$ cat src/hw/rtl/csq_pkg.sv
// shared types and constants for the consecutive score qualifier
`default_nettype none

package csq_pkg;

  localparam int unsigned ScoreWidth   = 16;
  localparam int unsigned RunWidth     = 16;
  localparam int unsigned CfgIdxWidth  = 3;
  localparam int unsigned CfgDataWidth = 16;
  localparam int unsigned InDataWidth  = 16;
  localparam int unsigned OutDataWidth = 8;

  typedef enum logic [1:0] {
    CLS_UNCERTAIN = 2'd0,
    CLS_POSITIVE  = 2'd1,
    CLS_NEGATIVE  = 2'd2
  } class_e;

  typedef enum logic [CfgIdxWidth-1:0] {
    REG_POS_LIMIT  = 3'd0,
    REG_NEG_LIMIT  = 3'd1,
    REG_POS_RUN    = 3'd2,
    REG_NEG_RUN    = 3'd3,
    REG_UNCERT_RUN = 3'd4
  } cfg_idx_e;

  // score thresholds handed to the classifier
  typedef struct packed {
    logic signed [ScoreWidth-1:0] pos_limit;
    logic signed [ScoreWidth-1:0] neg_limit;
  } score_limits_t;

  localparam logic [RunWidth-1:0] RunMax      = {RunWidth{1'b1}};
  localparam logic [RunWidth-1:0] RunOne      = RunWidth'(1);
  localparam logic [RunWidth-1:0] RunNeededRst = RunWidth'(1);

endpackage

`default_nettype wire

$ cat src/hw/rtl/csq_classifier.sv
// sorts one score into positive, negative or uncertain
`default_nettype none

module csq_classifier (
  input  wire logic signed [csq_pkg::ScoreWidth-1:0] score_i,
  input  wire logic                                  score_valid_i,
  input  wire csq_pkg::score_limits_t                limits_i,
  output csq_pkg::class_e                            class_o
);

  // positive test wins when the limits overlap
  always_comb begin
    if (score_valid_i && (score_i >= limits_i.pos_limit)) begin
      class_o = csq_pkg::CLS_POSITIVE;
    end else if (score_valid_i && (score_i < limits_i.neg_limit)) begin
      class_o = csq_pkg::CLS_NEGATIVE;
    end else begin
      class_o = csq_pkg::CLS_UNCERTAIN;
    end
  end

endmodule

`default_nettype wire

$ cat src/hw/rtl/consecutive_score_qualifier.sv
// top level of the consecutive score qualifier (debounce filter for scores)
`default_nettype none

// Debounce filter for a stream of inference scores. Each input item carries a
// signed 16-bit score in tdata and a valid flag in tuser. A valid score at or
// above the positive limit is positive, else a valid score below the negative
// limit is negative, else the item is uncertain. The block counts how many
// items in a row had the same class (the count saturates at 65535); once that
// run reaches the run length programmed for its class, the held verdict
// switches to that class. Every input item gives exactly one output item that
// carries the held verdict after this update (0 uncertain, 1 positive,
// 2 negative). Throughput is one item per clock unless the output stalls. An
// item passes the input register, then the result register; the run counter
// and verdict are updated as it moves from the first to the second. The output
// stage's tready is passed back combinationally to the input side, so a stall
// on the output side holds both registers without losing an item. The five
// registers are written through the cfg port (index 0..4, other indexes are
// ignored) and must only be written while no item is in flight.

module consecutive_score_qualifier (
  input  wire logic                                  clk_i,
  input  wire logic                                  rst_ni,
  // configuration write channel
  input  wire logic                                  cfg_valid_i,
  output logic                                       cfg_ready_o,
  input  wire logic [csq_pkg::CfgIdxWidth-1:0]       cfg_index_i,
  input  wire logic [csq_pkg::CfgDataWidth-1:0]      cfg_data_i,
  // input stream
  input  wire logic                                  s_axis_tvalid_i,
  output logic                                       s_axis_tready_o,
  input  wire logic [csq_pkg::InDataWidth-1:0]       s_axis_tdata_i,  // [15:0] score
  input  wire logic [0:0]                            s_axis_tuser_i,  // [0] score_valid
  // result stream
  output logic                                       m_axis_tvalid_o,
  input  wire logic                                  m_axis_tready_i,
  output logic [csq_pkg::OutDataWidth-1:0]           m_axis_tdata_o   // [1:0] verdict
);

  // configuration registers
  csq_pkg::score_limits_t              limits_q;
  logic [csq_pkg::RunWidth-1:0]        pos_run_q;
  logic [csq_pkg::RunWidth-1:0]        neg_run_q;
  logic [csq_pkg::RunWidth-1:0]        unc_run_q;

  // input register
  logic                                in_valid_q;
  logic signed [csq_pkg::ScoreWidth-1:0] score_q;
  logic                                score_flag_q;

  // filter state
  csq_pkg::class_e                     run_class_q, run_class_d;
  logic [csq_pkg::RunWidth-1:0]        run_len_q, run_len_d;
  csq_pkg::class_e                     held_q, held_d;

  // result register
  logic                                out_valid_q;
  csq_pkg::class_e                     out_verdict_q;

  csq_pkg::class_e                     item_class;
  logic [csq_pkg::RunWidth-1:0]        run_needed;
  logic                                out_load;
  logic                                advance;

  // config port never stalls
  assign cfg_ready_o = 1'b1;

  always_ff @(posedge clk_i or negedge rst_ni) begin
    if (!rst_ni) begin
      limits_q.pos_limit <= '0;
      limits_q.neg_limit <= '0;
      pos_run_q          <= csq_pkg::RunNeededRst;
      neg_run_q          <= csq_pkg::RunNeededRst;
      unc_run_q          <= csq_pkg::RunNeededRst;
    end else if (cfg_valid_i) begin
      case (cfg_index_i)
        csq_pkg::REG_POS_LIMIT:  limits_q.pos_limit <= cfg_data_i;
        csq_pkg::REG_NEG_LIMIT:  limits_q.neg_limit <= cfg_data_i;
        csq_pkg::REG_POS_RUN:    pos_run_q          <= cfg_data_i;
        csq_pkg::REG_NEG_RUN:    neg_run_q          <= cfg_data_i;
        csq_pkg::REG_UNCERT_RUN: unc_run_q          <= cfg_data_i;
        default: ;  // unknown index, write dropped
      endcase
    end
  end

  // handshake: result register frees up when empty or taken this cycle,
  // the input register moves on whenever the result register can load
  assign out_load        = !out_valid_q || m_axis_tready_i;
  assign advance         = in_valid_q && out_load;
  assign s_axis_tready_o = !in_valid_q || out_load;

  always_ff @(posedge clk_i or negedge rst_ni) begin
    if (!rst_ni) begin
      in_valid_q <= 1'b0;
    end else if (s_axis_tready_o) begin
      in_valid_q <= s_axis_tvalid_i;
    end
  end

  always_ff @(posedge clk_i) begin
    if (s_axis_tready_o && s_axis_tvalid_i) begin
      score_q      <= s_axis_tdata_i;
      score_flag_q <= s_axis_tuser_i[0];
    end
  end

  csq_classifier u_classifier (
    .score_i       (score_q),
    .score_valid_i (score_flag_q),
    .limits_i      (limits_q),
    .class_o       (item_class)
  );

  // run tracking: extend the run (saturating) or start a new one
  always_comb begin
    if (item_class == run_class_q) begin
      run_class_d = run_class_q;
      run_len_d   = (run_len_q == csq_pkg::RunMax) ? run_len_q
                                                   : run_len_q + csq_pkg::RunOne;
    end else begin
      run_class_d = item_class;
      run_len_d   = csq_pkg::RunOne;
    end

    case (run_class_d)
      csq_pkg::CLS_POSITIVE: run_needed = pos_run_q;
      csq_pkg::CLS_NEGATIVE: run_needed = neg_run_q;
      default:               run_needed = unc_run_q;
    endcase

    // run long enough: verdict follows the run
    held_d = (run_len_d >= run_needed) ? run_class_d : held_q;
  end

  always_ff @(posedge clk_i or negedge rst_ni) begin
    if (!rst_ni) begin
      run_class_q <= csq_pkg::CLS_UNCERTAIN;
      run_len_q   <= '0;
      held_q      <= csq_pkg::CLS_UNCERTAIN;
    end else if (advance) begin
      run_class_q <= run_class_d;
      run_len_q   <= run_len_d;
      held_q      <= held_d;
    end
  end

  always_ff @(posedge clk_i or negedge rst_ni) begin
    if (!rst_ni) begin
      out_valid_q <= 1'b0;
    end else if (out_load) begin
      out_valid_q <= in_valid_q;
    end
  end

  always_ff @(posedge clk_i) begin
    if (advance) begin
      out_verdict_q <= held_d;
    end
  end

  assign m_axis_tvalid_o = out_valid_q;
  assign m_axis_tdata_o  = {{(csq_pkg::OutDataWidth-2){1'b0}}, out_verdict_q};

`ifndef ASSERT_OFF
  // every processed item leaves a run of at least one
  a_run_nonzero: assert property (@(posedge clk_i) disable iff (!rst_ni)
    advance |=> (run_len_q != '0))
    else $error("run length is zero after an item");

  // same class below saturation extends the run by one
  a_run_step: assert property (@(posedge clk_i) disable iff (!rst_ni)
    (advance && (item_class == run_class_q) && (run_len_q != csq_pkg::RunMax))
      |=> (run_len_q == $past(run_len_q) + csq_pkg::RunOne))
    else $error("run length did not step");

  // result register carries the verdict just committed
  a_out_matches_held: assert property (@(posedge clk_i) disable iff (!rst_ni)
    advance |=> (out_valid_q && (out_verdict_q == held_q)))
    else $error("result verdict differs from held verdict");

  // a stalled item in the input register is kept
  a_in_hold: assert property (@(posedge clk_i) disable iff (!rst_ni)
    (in_valid_q && !out_load) |=> (in_valid_q && $stable(score_q)))
    else $error("stalled input item lost");
`endif

endmodule

`default_nettype wire

$ cat config.mk
export PLATFORM = sky130hd
export DESIGN_NAME = consecutive_score_qualifier
export DESIGN_NICKNAME = d
export VERILOG_FILES = /design/src/hw/rtl/csq_pkg.sv /design/src/hw/rtl/csq_classifier.sv /design/src/hw/rtl/consecutive_score_qualifier.sv
export SDC_FILE = /design/constraint.sdc
export NUM_CORES = 1
export LEC_CHECK = 0
export BUFFER_PORTS_ARGS = -buffer_cell sky130_fd_sc_hd__buf_2
export CAP_MARGIN = 20
export CORE_MARGIN = 5
export CORE_UTILIZATION = 45
export CTS_BUF_LIST = sky130_fd_sc_hd__clkbuf_16
export DETAILED_ROUTE_END_ITERATION = 12
export GPL_ROUTABILITY_DRIVEN = 0
export PLACE_DENSITY_LB_ADDON = 0.2
export SKIP_LAST_GASP = 1
export SLEW_MARGIN = 10
export SYNTH_ARGS = -nofsm -noshare
export SYNTH_HDL_FRONTEND = slang
export SYNTH_SLANG_ARGS = --single-unit
$ cat constraint.sdc
create_clock -name clk_i -period 7.9 [get_ports clk_i]
set_clock_uncertainty 0.1 [all_clocks]
set_input_delay 0.395 -clock clk_i [delete_from_list [all_inputs] [get_ports clk_i]]
set_output_delay 0.395 -clock clk_i [all_outputs]
set_load 0.05 [all_outputs]
# Word-level counts from Yosys, hierarchy flattened
# Cells that the tools add are included.
[word_totals]
reg_bits = 121
in_bits = 41
out_inout_bits = 11
wordCells = 46
[op_classes]
addsub = 1
n_lt_le_gt_ge = 3
eq_ne = 8
n_mux = 7
n_reduce_logical = 14
[op_table]
columns = ["operator", "n"]
rows = [
  [">= comparator 16 bit", 2],
  ["2-to-1 mux 16 bit", 2],
  ["case mux 16 bit (2 select lines)", 1],
  ["adder 16 x 1 -> 16 bit, second input constant", 1],
  ["equality test 16 bit, second input constant", 1],
  ["< comparator 16 bit", 1],
  ["AND reduction 2 bit", 5],
  ["2-to-1 mux 2 bit", 4],
  ["equality test 3 x 2 -> 1 bit, second input constant", 2],
  ["logical AND 1 bit", 4],
  ["equality test 3 x 1 -> 1 bit, second input constant", 1],
  ["equality test 3 bit, second input constant", 1],
  ["zero test 3 bit", 1],
  ["equality test 2 x 1 -> 1 bit, second input constant", 1],
  ["equality test 2 bit", 1],
  ["equality test 2 bit, second input constant", 1],
  ["zero test 1 bit", 2],
  ["logical OR 1 bit", 2],
]

# Longest topological paths before layout
[logic_depth]
ltp_word = 10
ltp_mapped = 25

# Modules after synthesis
# Synthesis repeated with hierarchy kept, for this count alone.
[hier_totals]
cells_unflattened = 575
hier_area_um2 = 6563.8
[by_module_without_submodules]
columns = ["module", "instances", "cells_per_inst", "area_each_um2"]
rows = [
  ["consecutive_score_qualifier", 1, 463, 5710.5],
  ["csq_classifier", 1, 112, 853.3],
]

# Worst setup path after synthesis
# No wires, ideal clock.
[synth_timing]
path_type = "flip-flop to flip-flop"
start = "register score_q[4] (netlist bit)"
end = "register held_q[0]"
t_arrival_ps = 4104
required_ps = 7675
setup_slack_ps = 3571
path_stages_with_launch = 23
path_buffers = 2
period_less_slack_ps = 4329
path_cell_list = "edfxtp_1 ha_1 a211oi_1 o21ai_1 o21a_1 o41ai_2 nand2_1 nor2_1 ha_1 clkbuf_1 clkbuf_1 a22oi_1 o21ai_0 ha_1 nand2b_1 a21o_1 a21oi_1 nor2b_1 o21ai_0 a21oi_1 nor2_1 nor2_1 mux2_2"
[synth_via]
elab_chain_len = 10
[synth_rtl]
columns = ["element", "line_no", "text"]
rows = [
  ["from (decl)", "consecutive_score_qualifier.sv:47", "logic signed [csq_pkg::ScoreWidth-1:0] score_q;"],
  ["from (signal assigned)", "consecutive_score_qualifier.sv:102", "score_q <= s_axis_tdata_i;"],
  ["< comparator 16 bit", "csq_classifier.sv:15", "end else if (score_valid_i && (score_i < limits_i.neg_limit)) begin"],
  ["logical AND 1 bit", "csq_classifier.sv:15", ""],
  ["2-to-1 mux 2 bit", "csq_classifier.sv:15", ""],
  ["2-to-1 mux 2 bit *", "csq_classifier.sv:13", "if (score_valid_i && (score_i >= limits_i.pos_limit)) begin"],
  ["equality test 2 bit", "consecutive_score_qualifier.sv:116", "if (item_class == run_class_q) begin"],
  ["2-to-1 mux 2 bit *", "consecutive_score_qualifier.sv:116", ""],
  ["named net run_class_d[1]", "consecutive_score_qualifier.sv:51", "csq_pkg::class_e run_class_q, run_class_d;"],
  ["equality test 2 bit / equality test 2 x 1 -> 1 bit (equally long branches)", "consecutive_score_qualifier.sv:125", "case (run_class_d)"],
  ["case mux 16 bit (2 select lines) *", "consecutive_score_qualifier.sv:125", ""],
  [">= comparator 16 bit *", "consecutive_score_qualifier.sv:132", "held_d = (run_len_d >= run_needed) ? run_class_d : held_q;"],
  ["2-to-1 mux 2 bit *", "consecutive_score_qualifier.sv:132", ""],
  ["to (signal assigned)", "consecutive_score_qualifier.sv:139", "held_q <= csq_pkg::CLS_UNCERTAIN;"],
  ["to (signal assigned)", "consecutive_score_qualifier.sv:143", "held_q <= held_d;"],
  ["to (decl)", "consecutive_score_qualifier.sv:53", "csq_pkg::class_e held_q, held_d;"],
]
# The timed path passes the listed nets; every way through them passes the cells marked *.
# A chain may end at the register's enable or synchronous reset.

# Worst setup path after layout
# Ends and elaborated chain as after synthesis.

==> results.md <==
- Height of the chip: 130 um
- Setup crit start kind: flop
- Yosys reg bits: 121
- Peak supply drop: 190 uV
- GRT Util Overall: 17.3%
- Top-area cell type share of the netlist area: 38.2%
- Power share of the clock group: 36.3%
- Synth area leaders: dfrtp_1 38%, ha_1 9.6%, mux2_2 9.0%, edfxtp_1 8.8%, a21oi_1 3.4%
- Post-synth EDFFs: 19
- CP top delay family: compound AO/OA/AOI/OAI gates
- Clk slew on worst S/H paths: 0.06 ns
- Die Span X: 130 um
- Post-synthesis average cell area: 10.6 um^2
- Layout cell share with drive strength beyond 1: 22.3%
- Switching portion of total power: 30.8%
- Vias/cell: 5.31
- Post-route ant nets: 0
- Htree depth: 4
- Setup Viol. Count Final: 0
- Layout fillers: 1266
- Post-CTS setup buffer count: 0
- Psw: 628 uW
- CTS tree: built
- Main synth FF type: dfrtp_1
- Leading cell types in the layout, fill and taps excluded: 99 x dfrtp_1, 55 x nand2_1, 52 x mux2_2, 50 x ha_1, 47 x nor2_1
- Critical path's largest stage delay: 0.78 ns
- Critical-path cell list: ha_1 > a211oi_1 > o21ai_1 > o21a_1 > o41ai_2 > nand2_1 > nor2_1 > ha_1 > o21ai_0 > ha_1 > nand2b_1 > a21o_1 > a21oi_1 > nor2b_1 > o21ai_0 > a21oi_1 > nor2_1 > nor2_1 > mux2_2
- Site Rows: 43
- Comb power frac: 23.5%
- Worst Setup End Kind: flop
- Power Density: 274 nW/um^2
- Hold crit path type: primary input to flop
- Initial Util: 46.4%
- N_diodes: 0
- Max Cap Violations: 0
- First-pass GRT wire length: 22.9 mm
- Clock sinks: 121
- Critical path peak fanout: 32
- GR Layer Usage met1: 23.0%
- Initial antenna violation count: 0
- HPWL after DPL: 9.85 mm
- Crit path buf inv count: 0
- Slowest CP cell: ha_1
- Nets: 750
- Routed wire length: 13.7 mm
- DR WL/cell: 16.1 um
- Hold Vio Cnt, Final: 0
- Max Clock Freq: 0.205 GHz
- Via count: 4527
- Vias in the first global route: 4633
- CP required: 8.09 ns
- Met3 Use GR: 3.93%
- Area of the core: 14000 um^2
- Most Used Layer, Global Route: met2
- Yosys Warn Count: 0
- Seq/Total Area, Yosys: 48.2%
- Worst Path Arrival: 5.08 ns
- Commonest non-fill, non-tap cell in the layout: dfrtp_1
- Worst-margin pin slew: 0.914 ns
- Die area: 16900 um^2
- Post-synth top area cell: dfrtp_1
- Int Pwr: 1410 uW
- Remaining Overflow, GRT: 0
- Total power: 2040 uW
- Tmin final: 4.89 ns
- Clock Latency Late Sink: 0.41 ns
- Status: finished, final reports clean
- Leakage: 0.00333 uW
- Syn Inst Count: 615
- Netlist cell types: 60
- DR DRC count: 0
- Post-synthesis instance area: 6490 um^2
- Sequential share of power: 40.2%
- Relative slew slack: 39.1%
- I/O Buffers: 44
- Final Max Slew Viols: 0
- Setup TNS: 0 ns
- Drt pass-1 iters: 5
- RSZ-0062 raised after global routing: no
- Area Growth Syn to Fin: 14.5%
- WS Path Type: flop to flop
- Met2 Usage GRT: 27.8%
- Clock root cell: clkbuf_16
- Initial DRC Count: 304
- Largest net degree at the start of global routing: 65
- Longest Clk Path Bufs: 2
- Post-synth ARST share: 84.3%
- Top Ports: 52
- Final Cycle Share: 61.9%
- CTS buffer count: 17
path summary, 6_finish.rpt:
kind	startpoint	to	slack (ns)	cells past startpoint
worst max-delay path	score_q[4]	held_q[0]	3.01	19
worst min-delay path	s_axis_tdata_i[8]	score_q[8]	0.05	1
worst max register to register	score_q[4]	held_q[0]	3.01	19
worst min register to register	in_valid_q	m_axis_tvalid_o	0.38	1
max in group asynchronous	rst_ni	run_len_q[14]	6.04	3
min in group asynchronous	rst_ni	run_len_q[4]	0.39	2
final cells by class:
type,count,area (um^2),area share (%)
clock inverters,14,121,1.63
repair buffers,51,278,3.74
clock buffers,18,450,6.06
well taps,180,225,3.03
multi-input cells,430,3090,41.6
flip-flops and latches,121,3130,42.1
inverters,38,143,1.92
repair_timing:
action	CTS	global route
endpoints found under the hold margin	35	0
endpoints found under the setup margin	0	0
hold buffers	1	0
resized for setup	0	0
state kept, by name (all words and copies together) (netlist names):
signal           count
held_q               2
in_valid_q           1
limits_q            32
m_axis_tvalid_o      1
neg_run_q           16
out_verdict_q        2
pos_run_q           16
run_class_q          2
run_len_q           16
score_flag_q         1
score_q             16
unc_run_q           16
cell usage after synthesis (9+ instances only):
master    number
o21ai_1        9
mux2_2        52
ha_1          50
a21oi_1       44
o21ai_0       38
nand2_1       55
a21o_1         9
clkbuf_1      20
nor2_1        47
a22oi_1       16
edfxtp_1      19
inv_1         38
dfrtp_1       99
power groups by stage:
stage / Combinational, uW / Sequential (uW) / Clock (uW)
after floorplan: 364 / 821 / 0
after global placement: 463 / 827 / 0
after detailed placement: 482 / 831 / 0
after CTS: 487 / 821 / 753
after global routing: 547 / 835 / 785
final: 479 / 820 / 740
routing by layer:
metal / vias up / share of wire, %
li1: 2269 / -
met1: 2179 / 47
met2: 61 / 47
met3: 18 / 3.4
met4: 0 / 2.0
met5: - / 0
through the flow:
step / hold WS [ns] / cells / worst slack [ns] / util, % / cell area (um^2)
2_1_floorplan: -0.000591 / 620 / 3.57 / - / 6510
6_report: 0.0517 / 852 / 3.01 / 53.1 / 7430
5_1_grt: 0.0348 / 852 / 2.57 / 53.1 / 7430
3_5_place_dp: 0.304 / 819 / 3.02 / 49.0 / 6850
3_3_place_gp: 0.301 / 819 / 3.16 / 49.0 / 6850
4_1_cts: 0.0385 / 852 / 3.00 / 53.1 / 7430
kinds of logic after synthesis:
group	synth area share, %
compound gates	13.7
xor+xnor	1.21
fa+ha+maj	9.64
buf+inv	4.70
flops	48.2
mux	9.17
other cells	0.116
simple gates	13.3
Note: power is estimated with default switching activity, not from simulation.
